### config.mk
export PLATFORM = sky130hd
export DESIGN_NAME = sorted_set_table_unit
export DESIGN_NICKNAME = d
export VERILOG_FILES = /design/src/sv/sst_pkg.sv /design/src/sv/sst_cell.sv /design/src/sv/sorted_set_table_unit.sv
export SDC_FILE = /design/constraint.sdc
export NUM_CORES = 1
export LEC_CHECK = 0
export BUFFER_PORTS_ARGS = -buffer_cell sky130_fd_sc_hd__buf_2
export CAP_MARGIN = 20
export CORE_MARGIN = 2
export CORE_UTILIZATION = 60
export CTS_CLUSTER_DIAMETER = 200
export DETAILED_ROUTE_END_ITERATION = 6
export PLACE_DENSITY = 0.77
export SETUP_SLACK_MARGIN = 0.05
export SYNTH_ARGS = -nofsm -noshare
export SYNTH_HDL_FRONTEND = slang
export SYNTH_SLANG_ARGS = --single-unit
### constraint.sdc
create_clock -name clk -period 5.4 [get_ports clk]
set_input_delay 1.08 -clock clk [delete_from_list [all_inputs] [get_ports clk]]
set_output_delay 1.08 -clock clk [all_outputs]
set_load 0.01 [all_outputs]
### src/sv/sst_pkg.sv
package sst_pkg;

    // operation codes carried in the kind field
    localparam logic [1:0] KIND_INSERT = 2'd0;
    localparam logic [1:0] KIND_REMOVE = 2'd1;
    localparam logic [1:0] KIND_QUERY  = 2'd2;
    localparam logic [1:0] KIND_SPARE  = 2'd3;  // unused, behaves as a query

    // status codes of a result word
    localparam logic [1:0] ST_DONE = 2'd0;  // done or found
    localparam logic [1:0] ST_MISS = 2'd1;  // duplicate on insert, or absent
    localparam logic [1:0] ST_FULL = 2'd2;  // insert refused, store full

    typedef struct packed {
        logic [1:0]  kind;
        logic [15:0] key;
    } sst_in_t;

    typedef struct packed {
        logic [1:0] status;
        logic [4:0] entry_count;
    } sst_out_t;

    // per-cycle command to every cell of the row
    typedef struct packed {
        logic ins;  // open a slot at the insert point, shift the tail right
        logic rem;  // close the slot at the hit point, shift the tail left
    } sst_op_t;

endpackage

### src/sv/sst_cell.sv
module sst_cell #(
    parameter int KEY_BITS = 16
) (
    input  logic                clk,
    input  logic                rst_n,
    input  sst_pkg::sst_op_t    op,
    input  logic [KEY_BITS-1:0] key,
    input  logic [KEY_BITS-1:0] left_key,
    input  logic                left_valid,
    input  logic                left_lt,
    input  logic [KEY_BITS-1:0] right_key,
    input  logic                right_valid,
    output logic [KEY_BITS-1:0] held_key,
    output logic                held_valid,
    output logic                lt,
    output logic                eq
);
    import sst_pkg::*;

    logic [KEY_BITS-1:0] key_reg;
    logic [KEY_BITS-1:0] key_next;
    logic                valid_reg;
    logic                valid_next;

    assign lt = valid_reg && (key_reg < key);
    assign eq = valid_reg && (key_reg == key);

    // cells below the insert/remove point keep their entry
    always_comb
    begin
        key_next   = key_reg;
        valid_next = valid_reg;
        if (op.ins && !lt)
        begin
            if (left_lt)
            begin
                key_next   = key;
                valid_next = 1'b1;
            end
            else
            begin
                key_next   = left_key;
                valid_next = left_valid;
            end
        end
        else if (op.rem && !lt)
        begin
            key_next   = right_key;
            valid_next = right_valid;
        end
    end

    always_ff @(posedge clk or negedge rst_n)
    begin
        if (!rst_n)
        begin
            valid_reg <= 1'b0;
        end
        else
        begin
            valid_reg <= valid_next;
        end
    end

    always_ff @(posedge clk)
    begin
        key_reg <= key_next;
    end

    assign held_key   = key_reg;
    assign held_valid = valid_reg;

endmodule

### src/sv/sorted_set_table_unit.sv
// channel  | direction | handshake             | word
// ---------+-----------+-----------------------+-------------------------
// command  | in        | start & !busy         | cmd    : kind, key
// result   | out       | done, one-cycle pulse | result : status, entry_count
//
// One command word at a time: the accept edge latches the word, the
// next cycle compares the key in every cell of the row, ORs the match flags
// and shifts the row; the result word is registered and pulses done in the
// cycle after, while busy is already low for the next command.
// Reset clears every cell's valid bit and the entry count at once.
// The result side has no back-pressure; done is never held off.
module sorted_set_table_unit #(
    parameter int CAPACITY = 16,
    parameter int KEY_BITS = 16
) (
    input  logic              clk,
    input  logic              rst_n,
    input  logic              start,
    output logic              busy,
    input  sst_pkg::sst_in_t  cmd,
    output logic              done,
    output sst_pkg::sst_out_t result
);
    import sst_pkg::*;

    localparam int COUNT_W = $clog2(CAPACITY + 1);

    typedef enum logic [1:0] {
        S_IDLE = 2'b01,
        S_EXEC = 2'b10
    } state_t;

    state_t               state_reg;
    state_t               state_next;
    logic [1:0]           kind_reg;
    logic [KEY_BITS-1:0]  key_reg;
    logic [COUNT_W-1:0]   count_reg;
    logic [COUNT_W-1:0]   count_next;
    logic                 done_reg;
    sst_out_t             result_reg;
    sst_out_t             result_next;

    // key taken to KEY_BITS: zero-extended or truncated
    logic [KEY_BITS+15:0] key_wide;
    logic [COUNT_W+4:0]   count_wide;

    logic [KEY_BITS-1:0]  cell_key [CAPACITY];
    logic [CAPACITY-1:0]  cell_valid;
    logic [CAPACITY-1:0]  cell_lt;
    logic [CAPACITY-1:0]  cell_eq;

    logic                 exec;
    logic                 hit;
    logic                 full;
    sst_op_t              op;

    assign key_wide = {{KEY_BITS{1'b0}}, cmd.key};
    assign exec     = (state_reg == S_EXEC);
    assign hit      = |cell_eq;
    assign full     = (count_reg == COUNT_W'(CAPACITY));

    // row command: only during the execute cycle
    assign op = {exec && (kind_reg == KIND_INSERT) && !hit && !full,
                 exec && (kind_reg == KIND_REMOVE) && hit};

    // row of cells, slot 0 holds the smallest key
    for (genvar i = 0; i < CAPACITY; i++)
    begin : g_cell
        logic [KEY_BITS-1:0] lkey;
        logic                lvalid;
        logic                llt;
        logic [KEY_BITS-1:0] rkey;
        logic                rvalid;

        if (i == 0)
        begin : g_first
            // a virtual left neighbor below every key makes slot 0 the
            // insert point when no entry is smaller
            assign lkey   = '0;
            assign lvalid = 1'b0;
            assign llt    = 1'b1;
        end
        else
        begin : g_mid_l
            assign lkey   = cell_key[i-1];
            assign lvalid = cell_valid[i-1];
            assign llt    = cell_lt[i-1];
        end

        if (i == CAPACITY - 1)
        begin : g_last
            assign rkey   = '0;
            assign rvalid = 1'b0;
        end
        else
        begin : g_mid_r
            assign rkey   = cell_key[i+1];
            assign rvalid = cell_valid[i+1];
        end

        sst_cell #(
            .KEY_BITS(KEY_BITS)
        ) u_cell (
            .clk        (clk),
            .rst_n      (rst_n),
            .op         (op),
            .key        (key_reg),
            .left_key   (lkey),
            .left_valid (lvalid),
            .left_lt    (llt),
            .right_key  (rkey),
            .right_valid(rvalid),
            .held_key   (cell_key[i]),
            .held_valid (cell_valid[i]),
            .lt         (cell_lt[i]),
            .eq         (cell_eq[i])
        );
    end

    always_comb
    begin
        state_next = state_reg;
        case (state_reg)
            S_IDLE:
            begin
                if (start)
                begin
                    state_next = S_EXEC;
                end
            end
            S_EXEC:
            begin
                state_next = S_IDLE;
            end
            default:
            begin
                state_next = S_IDLE;
            end
        endcase
    end

    // status and count of the execute cycle; kind 3 behaves as a query
    always_comb
    begin
        count_next = count_reg;
        if (op.ins)
        begin
            count_next = count_reg + COUNT_W'(1);
        end
        else if (op.rem)
        begin
            count_next = count_reg - COUNT_W'(1);
        end
    end

    assign count_wide = {5'b0, count_next};

    always_comb
    begin
        result_next.entry_count = count_wide[4:0];
        if (kind_reg == KIND_INSERT)
        begin
            if (hit)
            begin
                result_next.status = ST_MISS;
            end
            else if (full)
            begin
                result_next.status = ST_FULL;
            end
            else
            begin
                result_next.status = ST_DONE;
            end
        end
        else
        begin
            result_next.status = hit ? ST_DONE : ST_MISS;
        end
    end

    always_ff @(posedge clk or negedge rst_n)
    begin
        if (!rst_n)
        begin
            state_reg <= S_IDLE;
            count_reg <= '0;
            done_reg  <= 1'b0;
        end
        else
        begin
            state_reg <= state_next;
            count_reg <= count_next;
            done_reg  <= exec;
        end
    end

    always_ff @(posedge clk)
    begin
        if (start && !exec)
        begin
            kind_reg <= cmd.kind;
            key_reg  <= key_wide[KEY_BITS-1:0];
        end
        if (exec)
        begin
            result_reg <= result_next;
        end
    end

    assign busy   = exec;
    assign done   = done_reg;
    assign result = result_reg;

`ifndef SYNTHESIS
    // a result word follows an execute cycle
    a_done_after_exec: assert property (@(posedge clk) disable iff (!rst_n)
        done |-> $past(state_reg == S_EXEC))
        else $error("result strobe without a preceding execute cycle");

    // the count matches the number of occupied cells
    a_count_matches_row: assert property (@(posedge clk) disable iff (!rst_n)
        $countones(cell_valid) == count_reg)
        else $error("entry count disagrees with occupied cells");

    // occupied cells form a prefix of the row
    a_row_packed: assert property (@(posedge clk) disable iff (!rst_n)
        ((cell_valid + CAPACITY'(1)) & cell_valid) == '0)
        else $error("gap in the row of occupied cells");

    // a refused insert leaves the count alone
    a_full_holds: assert property (@(posedge clk) disable iff (!rst_n)
        (exec && (kind_reg == KIND_INSERT) && full) |=> (count_reg == $past(count_reg)))
        else $error("count changed on an insert into a full store");
`endif

endmodule

==> flow_summary.json, run 1 <==
{
  "dieArea_um2": 38000,
  "async_flop_share_pct": 7.87,
  "crit_top_cell": "buf_4",
  "drtAntennaViolNets": 0,
  "finalHoldViolCount": 0,
  "start_util_pct": 61.2,
  "r2r-start": "key_reg[13]",
  "ys_types": 74,
  "final_util_pct": 66.6,
  "overflow": 0,
  "gp_congestion": 0.946,
  "cts.htree.levels": 2,
  "synth_most_common_cell": "mux2_2",
  "yosys_warnings": 0,
  "cp_slowest_cell": "a21oi_1",
  "fin_skew_ns": 0.0245,
  "max_freq_mhz": 201,
  "slew_violations": 0,
  "worstSetupEndpointType": "register",
  "crit_chain": "inv_1, ha_1, nand4_1, nor3_1, a32oi_1, o311ai_0, o31ai_1, a21boi_1, buf_4, a21oi_1, buf_4",
  "antenna_found_initial": 0,
  "r2r_end": "g_cell[4].u_cell.held_key[0]",
  "cts_tree": "done",
  "netlist_area_um2": 21900,
  "rsz0062_at_grt": "false",
  "die_h_um": 195,
  "area_delta_synth_final_pct": 8.79,
  "diodes": 0,
  "io_buffer_count": 29,
  "initialDrtViolationCount": 1201,
  "critPathKind": "reg -> reg",
  "cp_data_arrival_time_ns": 5.22,
  "synth_area_leaders": "edfxtp_1 (39%), mux2_2 (20%), ha_1 (15%), dfrtp_1 (2.6%), mux2_4 (2.5%)",
  "max_stage_delay_ns": 0.71,
  "critical_path.startpoint_type": "register",
  "cts_made_buffers": 37,
  "cp_max_fo": 17,
  "clk_latency_ns": 0.55,
  "wl_per_cell_um": 25.6,
  "hpwl_um": 45000,
  "clock_sinks": 305,
  "cts_buffer_depth": 3,
  "track_usage_pct": 31.0,
  "synth_seq_area_share_pct": 41.3,
  "grt_max_degree": 28,
  "wl_um": 58700,
  "ys_ff_latch": 305,
  "hp-start": "state_reg[1]",
  "setup_tns_ns": 0,
  "largest_reg_flops": 256,
  "drc": 0,
  "syn_area_per_cell_um2": 12.5,
  "fin_hold_ws_ns": 0.483,
  "io_pins": 30,
  "cts_setup_buffers": 0,
  "root_buffer": "clkbuf_16",
  "power.leakage_nw": 9.35,
  "num_rows": 69,
  "holdPathStages": 1,
  "finalCritPeriodShare_pct": 92.0,
  "irDropWorstVdd_mv": 0.230,
  "coreArea_um2": 35700,
  "fin_crit_ns": 4.97,
  "yosys.area.top_type_share_pct": 38.6,
  "slew_headroom_pct": 22.8,
  "worst_hold_path_type": "reg -> reg",
  "synthTopCellsByCount": "mux2_2 (398), edfxtp_1 (281), ha_1 (258), a21oi_1 (82), nand2_1 (67)",
  "die_w_um": 195,
  "viasPerCell": 6.67,
  "cp.required_ns": 5.65,
  "reg2regPathDepth": 11,
  "final_net_count": 2085,
  "yosysTopAreaCell": "edfxtp_1",
  "reg2reg_slack_ns": 0.43,
  "whs_endpoint": "state_reg[0]",
  "num_vias": 15300,
  "synth_edf_count": 281,
  "syn_nets": 2025,
  "drive_gt1_share_pct": 32.8,
  "drt-pass1-iter-count": 5,
  "setup_viol": 0,
  "grt_pass1_wl_um": 90900,
  "ys.flop_type": "edfxtp_1",
  "outcome": "finished clean",
  "maxCapViolCount": 0,
  "tightest_slew_ns": 1.16,
  "path_clk_slew_ns": 0.06,
  "synthCells": 1746,
  "p_per_area_nw_per_um2": 279,
  "grt_pass1_vias": 16000
}
## worst max-delay path by stage
| stage | start | to | slack [ns] |
|---|---|---|---|
| finish | key_reg[13] | g_cell[4].u_cell.held_key[0] | 0.43 |
| global route | key_reg[13] | g_cell[4].u_cell.held_key[4] | 0.06 |
| CTS | key_reg[13] | g_cell[14].u_cell.held_key[12] | 0.47 |
| detailed placement | key_reg[13] | g_cell[14].u_cell.held_key[9] | 0.52 |
| global placement | key_reg[13] | g_cell[14].u_cell.held_key[9] | 0.71 |
| floorplan | key_reg[15] | g_cell[15].u_cell.held_key[0] | 1.65 |
## per-stage QoR
step / setup slack, ns / cells / cell area (um2) / total power (W)
4_1_cts: 0.469 / 2294 / 23800 / 0.00665
5_1_grt: 0.0570 / 2294 / 23800 / 0.00688
6_report: 0.432 / 2294 / 23800 / 0.00665
3_3_place_gp: 0.714 / 2228 / 22700 / 0.00430
2_1_floorplan: 1.65 / 1746 / 21900 / 0.00391
3_5_place_dp: 0.521 / 2228 / 22700 / 0.00434
## timing repair
action / CTS / global route
setup endpoints to repair: 0 / 8
gates resized for setup: 0 / 1
hold buffers: 0 / 0
## cells in the final DEF (no fill, tap or decap), drive strengths merged, types with 20 or more instances in the layout
master	Yosys	layout
inv	50	51
o211ai	20	20
buf	46	100
nor3	31	31
a21o	22	22
a21oi	82	82
nand2	67	67
edfxtp	281	281
nand3	40	40
mux2	438	438
nand4	38	38
mux2i	48	48
o21ai	34	34
nor2	63	63
ha	258	258
clkbuf	33	53
dfrtp	23	23
nor2b	22	22
## logic make-up (layout without fill, tap and decap cells)
family,count (synthesis),count (layout),share of synthesized area [%]
adders and majority gates,258,258,14.8
DFF,305,305,41.3
muxes,486,486,25.4
and+or+nand+nor,334,334,8.29
xor gates and xnor gates,5,5,0.200
buffers and inverters,129,216,3.05
AOI/OAI and AO/OA,229,229,7.00
## critical path: cells and delay by family (launching register included)
family | cells | cell delay, ns
flops | 1 | 0.70
fa+ha+maj | 1 | 0.47
simple gates | 2 | 0.71
buf+inv | 3 | 1.07
compound gates | 5 | 1.70
## power by group
part	internal, W	switching [W]	leakage, nW
clock	0.00133	0.000991	0.538
sequential	0.00266	0.000134	2.81
combinational	0.000734	0.000790	6.00
## routing by layer
metal / track usage [%] / part of all wire (%) / routed length [um] / up-vias
met5: 0 / 0 / 0 / -
met4: 14.0 / 4.5 / 2630 / 0
met3: 4.70 / 6.0 / 3510 / 163
met2: 54.6 / 50 / 29200 / 617
met1: 37.4 / 40 / 23300 / 7576
li1: - / - / - / 6955
## area by class of cell
cell class / instances / area, um2
Fill cell: 2693 / 11900
Inverter: 50 / 188
Timing Repair Buffer: 100 / 678
Clock inverter: 13 / 60.1
Clock buffer: 53 / 1040
Multi-Input combinational cell: 1312 / 12200
Tap cell: 461 / 577
Sequential cell: 305 / 9040
Note: power is estimated with default switching activity, not from simulation.
==> inputs of run 2 (changes only) <==
Settings changed: GPL_ROUTABILITY_DRIVEN set to 0, PLACE_DENSITY 0.77 to 0.76, SETUP_SLACK_MARGIN 0.05 to 0.5.
==> run 2 against run 1 <==
Global-route usage fell by 0.85 points. Setup slack improved by 0.35 ns. Maximum frequency rose by 7.7%. Critical path depth fell by 2. Worst hold slack got worse by 0.00070 ns. Register-to-register slack improved by 0.35 ns.
==> flow_summary.json, run 2 (synthesis results as in run 1) <==
{
  "r2r-start": "key_reg[5]",
  "slew_violations": 0,
  "clk_latency_ns": 0.55,
  "max_stage_delay_ns": 0.75,
  "die_h_um": 195,
  "power.leakage_nw": 9.47,
  "whs_endpoint": "state_reg[0]",
  "setup_viol": 0,
  "met2_usage_pct": 54.3,
  "grt_busiest_layer": "met2",
  "holdPathStages": 1,
  "final_cell_mix": "mux2_2 (398), edfxtp_1 (281), ha_1 (258)",
  "internal-power_w": 0.00496,
  "num_rows": 69,
  "cp.required_ns": 5.68,
  "clock_sinks": 305,
  "p_comb_share_pct": 22.0,
  "path_delay_family": "simple AND/OR/NAND/NOR gates",
  "finalHoldViolCount": 0,
  "wl_per_cell_um": 25.1,
  "num_vias": 15200,
  "use_met3_pct": 3.92,
  "setup_tns_ns": 0,
  "dpl.cell_count": 2232,
  "maxCapViolCount": 0,
  "irDropWorstVdd_mv": 0.237,
  "start_util_pct": 61.2,
  "final_net_count": 2092,
  "wl_um": 57700,
  "hpwl_um": 44400,
  "drt-pass1-iter-count": 6,
  "io_buffer_count": 29,
  "drtAntennaViolNets": 0,
  "crit_top_cell": "and3_1",
  "io_pins": 30,
  "timing.final.ws_setup_ns": 0.786,
  "diodes": 0,
  "path_clk_slew_ns": 0.06,
  "finalNonFillerCells": 2302,
  "dp_slack_ns": 0.434,
  "p_per_area_nw_per_um2": 286,
  "crit_buf_inv": 2,
  "coreArea_um2": 35700,
  "initialDrtViolationCount": 1128,
  "clockPowerShare_pct": 37.5,
  "worstSetupEndpointType": "register",
  "reg2regPathDepth": 9,
  "cts_buffer_depth": 3,
  "grt_pass1_vias": 15800,
  "r2r_end": "g_cell[1].u_cell.held_key[15]",
  "root_buffer": "clkbuf_16",
  "viasPerCell": 6.60,
  "reg2reg_slack_ns": 0.79,
  "finalPower_w": 0.00687,
  "critPathKind": "reg -> reg",
  "hp-start": "state_reg[1]",
  "cts_tree": "done",
  "cp_max_fo": 17,
  "critical_path.startpoint_type": "register",
  "track_usage_pct": 30.1,
  "drive_gt1_share_pct": 33.9,
  "cts_made_buffers": 37,
  "outcome": "finished clean",
  "cts_hold_buf": 0,
  "grt_max_degree": 33,
  "cp_data_arrival_time_ns": 4.89,
  "fin_skew_ns": 0.0251,
  "fin_hold_ws_ns": 0.482,
  "finalCritPeriodShare_pct": 85.4,
  "overflow": 0,
  "tightest_slew_ns": 1.03,
  "seq_power_share_pct": 40.6,
  "area_delta_synth_final_pct": 9.86,
  "worst_hold_path_type": "reg -> reg",
  "drc": 0,
  "cp_slowest_cell": "and3_1",
  "fin_crit_ns": 4.61,
  "met1_usage_pct": 36.0,
  "grt_pass1_wl_um": 89200,
  "antenna_found_initial": 0,
  "dieArea_um2": 38000,
  "crit_chain": "inv_1, ha_1, and3_1, a32oi_1, o311ai_0, nor3_1, buf_4, and3_1, mux2_2",
  "max_freq_mhz": 217,
  "largest_reg_flops": 256,
  "net-switching-power_w": 0.00192,
  "netSwitchingFraction_pct": 27.9,
  "slew_headroom_pct": 31.1,
  "die_w_um": 195,
  "final_common_cell": "mux2_2",
  "rsz0062_at_grt": "false",
  "cts.htree.levels": 2
}
==> run 2: cell count changes in the layout (fill, tap and decap cells not counted), sizes merged <==
cell      previous run  this run
buf                100       107
clkbuf              53        48
bufinv               0         4
clkinvlp             0         2
clkinv              12        13
inv                 51        50
==> run 2: metal layers <==
metal  routed length [um]  vias to the layer above
li1                     -                     6956
met1                22900                     7535
met2                29300                      548
met3                 2940                      158
met4                 2530                        0
met5                    0                        -
==> run 2: final cells by class <==
cell class,count,area [um2]
timing repair buffer,107,743
inverter,50,191
multi-input combinational,1312,12200
tap,461,577
fill,2577,11700
sequential,305,9040
clock buffer,48,1050
clock inverter,19,200
==> run 2: repair_timing <==
item                                    in CTS  in global routing
hold endpoints to repair                     0                  0
resized for setup                            2                  3
endpoints found under the setup margin      13                133
setup buffers                                0                  3
cloned                                       0                  0
==> run 2: through the flow <==
step           area, um2  utilization [%]
5_1_grt            24000             67.2
3_5_place_dp       22700             63.6
2_1_floorplan      21900                -
4_1_cts            24000             67.1
3_3_place_gp       22700             63.6
6_report           24000             67.2
==> run 2: worst max-delay path by stage <==
stage / start / to / slack, ns / cells past startpoint
2_1_floorplan: key_reg[15] / g_cell[15].u_cell.held_key[0] / 1.65 / 12
3_3_place_gp: key_reg[14] / g_cell[4].u_cell.held_key[1] / 0.62 / 11
3_5_place_dp: key_reg[14] / g_cell[0].u_cell.held_key[7] / 0.43 / 10
4_1_cts: key_reg[14] / g_cell[6].u_cell.held_key[4] / 0.56 / 11
5_1_grt: key_reg[5] / g_cell[1].u_cell.held_key[9] / 0.58 / 10
6_report: key_reg[5] / g_cell[1].u_cell.held_key[15] / 0.79 / 9
==> run 2: power groups by stage <==
stage | Clock [W] | Combinational [W] | Sequential (W)
final | 0.00258 | 0.00151 | 0.00279
after global routing | 0.00269 | 0.00162 | 0.00279
after CTS | 0.00261 | 0.00149 | 0.00278
after detailed placement | 0 | 0.00148 | 0.00283
after global placement | 0 | 0.00145 | 0.00283
after floorplan | 0 | 0.00112 | 0.00278
==> inputs of run 3 (changes only) <==
Settings changed: MAX_ROUTING_LAYER set to met4.
==> run 3 against run 2 <==
Sequential cell count unchanged. First-iteration DRC count fell by 4.2%. Clock power barely moved. Register-to-register slack worse by 0.04 ns. Combinational power about the same. Sequential share of layout area is essentially flat. Final cell count did not move. Setup slack got worse by 0.035 ns. Critical path depth unchanged. Global-route usage rose by 0.94 points.
==> flow_summary.json, run 3 (synthesis results as in run 1) <==
{
  "grt_pass1_wl_um": 89300,
  "holdPathStages": 1,
  "path_clk_slew_ns": 0.06,
  "hpwl_um": 44400,
  "outcome": "finished clean",
  "root_buffer": "clkbuf_16",
  "dieArea_um2": 38000,
  "max_freq_mhz": 215,
  "viasPerCell": 6.59,
  "grt_pass1_vias": 15800,
  "drt-pass1-iter-count": 5,
  "cp_max_fo": 17,
  "largest_reg_flops": 256,
  "slew_violations": 0,
  "final_net_count": 2092,
  "setup_viol": 0,
  "critPathKind": "reg -> reg",
  "wl_um": 57700,
  "tightest_slew_ns": 1.03,
  "timing.final.ws_setup_ns": 0.751,
  "num_vias": 15200,
  "placed_area_um2": 22700,
  "final_cell_area_um2": 24000,
  "dp_slack_ns": 0.434,
  "cp_data_arrival_time_ns": 4.93,
  "coreArea_um2": 35700,
  "die_w_um": 195,
  "wl_per_cell_um": 25.1,
  "cts.htree.levels": 2,
  "start_util_pct": 61.2,
  "die_h_um": 195,
  "setup_tns_ns": 0,
  "drtAntennaViolNets": 0,
  "track_usage_pct": 31.1,
  "finalCritPeriodShare_pct": 86.1,
  "io_buffer_count": 29,
  "initialDrtViolationCount": 1081,
  "fin_crit_ns": 4.65,
  "clk_latency_ns": 0.54,
  "maxCapViolCount": 0,
  "overflow": 0,
  "io_pins": 30,
  "irDropWorstVdd_mv": 0.236,
  "slew_headroom_pct": 31.3,
  "cp.required_ns": 5.68,
  "final_common_cell": "mux2_2",
  "fin_skew_ns": 0.0228,
  "cts_tree": "done",
  "grt_max_degree": 33,
  "drc": 0,
  "cts_hold_buf": 0,
  "cts_made_buffers": 37,
  "p_per_area_nw_per_um2": 286,
  "area_delta_synth_final_pct": 9.81,
  "antenna_found_initial": 0,
  "drive_gt1_share_pct": 33.9,
  "cts_buffer_depth": 3,
  "rsz0062_at_grt": "false",
  "fillers": 2579,
  "reg2regPathDepth": 9,
  "power.leakage_nw": 9.46,
  "worst_hold_path_type": "reg -> reg",
  "num_rows": 69,
  "worstSetupEndpointType": "register",
  "diodes": 0,
  "clock_sinks": 305,
  "critical_path.startpoint_type": "register",
  "finalHoldViolCount": 0,
  "final_cell_mix": "mux2_2 (398), edfxtp_1 (281), ha_1 (258)"
}
-- run 3: metrics by stage --
| step | util [%] | power, W | cells | hold WS (ns) |
|---|---|---|---|---|
| finish | 67.2 | 0.00687 | 2302 | 0.482 |
| global placement | 63.6 | 0.00428 | 2232 | 0.457 |
| CTS | 67.1 | 0.00688 | 2299 | 0.482 |
| floorplan | - | 0.00391 | 1746 | 0.443 |
| detailed placement | 63.6 | 0.00432 | 2232 | 0.468 |
| global route | 67.2 | 0.00711 | 2302 | 0.505 |
-- run 3: path summary, 6_finish.rpt --
| path | start | end | slack [ns] |
|---|---|---|---|
| worst max-delay path | key_reg[5] | g_cell[1].u_cell.held_key[15] | 0.75 |
| worst min-delay path | state_reg[1] | state_reg[0] | 0.48 |
| worst max register to register | key_reg[5] | g_cell[1].u_cell.held_key[15] | 0.75 |
| min in group asynchronous | rst_n | count_reg[3] | 0.55 |
| worst min register to register | state_reg[1] | state_reg[0] | 0.48 |
| max in group asynchronous | rst_n | g_cell[15].u_cell.held_valid | 4.41 |
-- run 3: worst max-delay path: stages (launching register included) --
cell and delay [ns]:
edfxtp_1 0.71, inv_1 0.52, ha_1 0.45, and3_1 0.23, a32oi_1 0.40, o311ai_0 0.31
nor3_1 0.32, buf_4 0.26, and3_1 0.75, mux2_2 0.42
-- run 3: timing repair --
item	in CTS	in global routing
resized for setup	2	3
endpoints found under the setup margin	13	174
setup buffers	0	3
pin swaps	0	0
-- run 3: layout make-up --
class	count	area, um2	area share, %
Sequential cell	305	9040	37.6
Inverter	50	191	0.797
Tap cell	461	577	2.40
Multi-Input combinational cell	1312	12200	50.9
Timing Repair Buffer	107	731	3.04
Clock buffer	48	1050	4.37
Clock inverter	19	200	0.834
-- run 3: report_power, final --
part | internal (W) | switching (W) | total, W
Clock | 0.00156 | 0.00101 | 0.00258
Sequential | 0.00266 | 0.000126 | 0.00279
Combinational | 0.000728 | 0.000780 | 0.00151
-- run 3: layer usage --
| metal | routed length (um) | vias up | track usage, % |
|---|---|---|---|
| li1 | - | 6957 | - |
| met1 | 22600 | 7496 | 35.9 |
| met2 | 29300 | 556 | 54.4 |
| met3 | 3330 | 167 | 4.25 |
| met4 | 2420 | 0 | 12.9 |
| met5 | 0 | - | - |
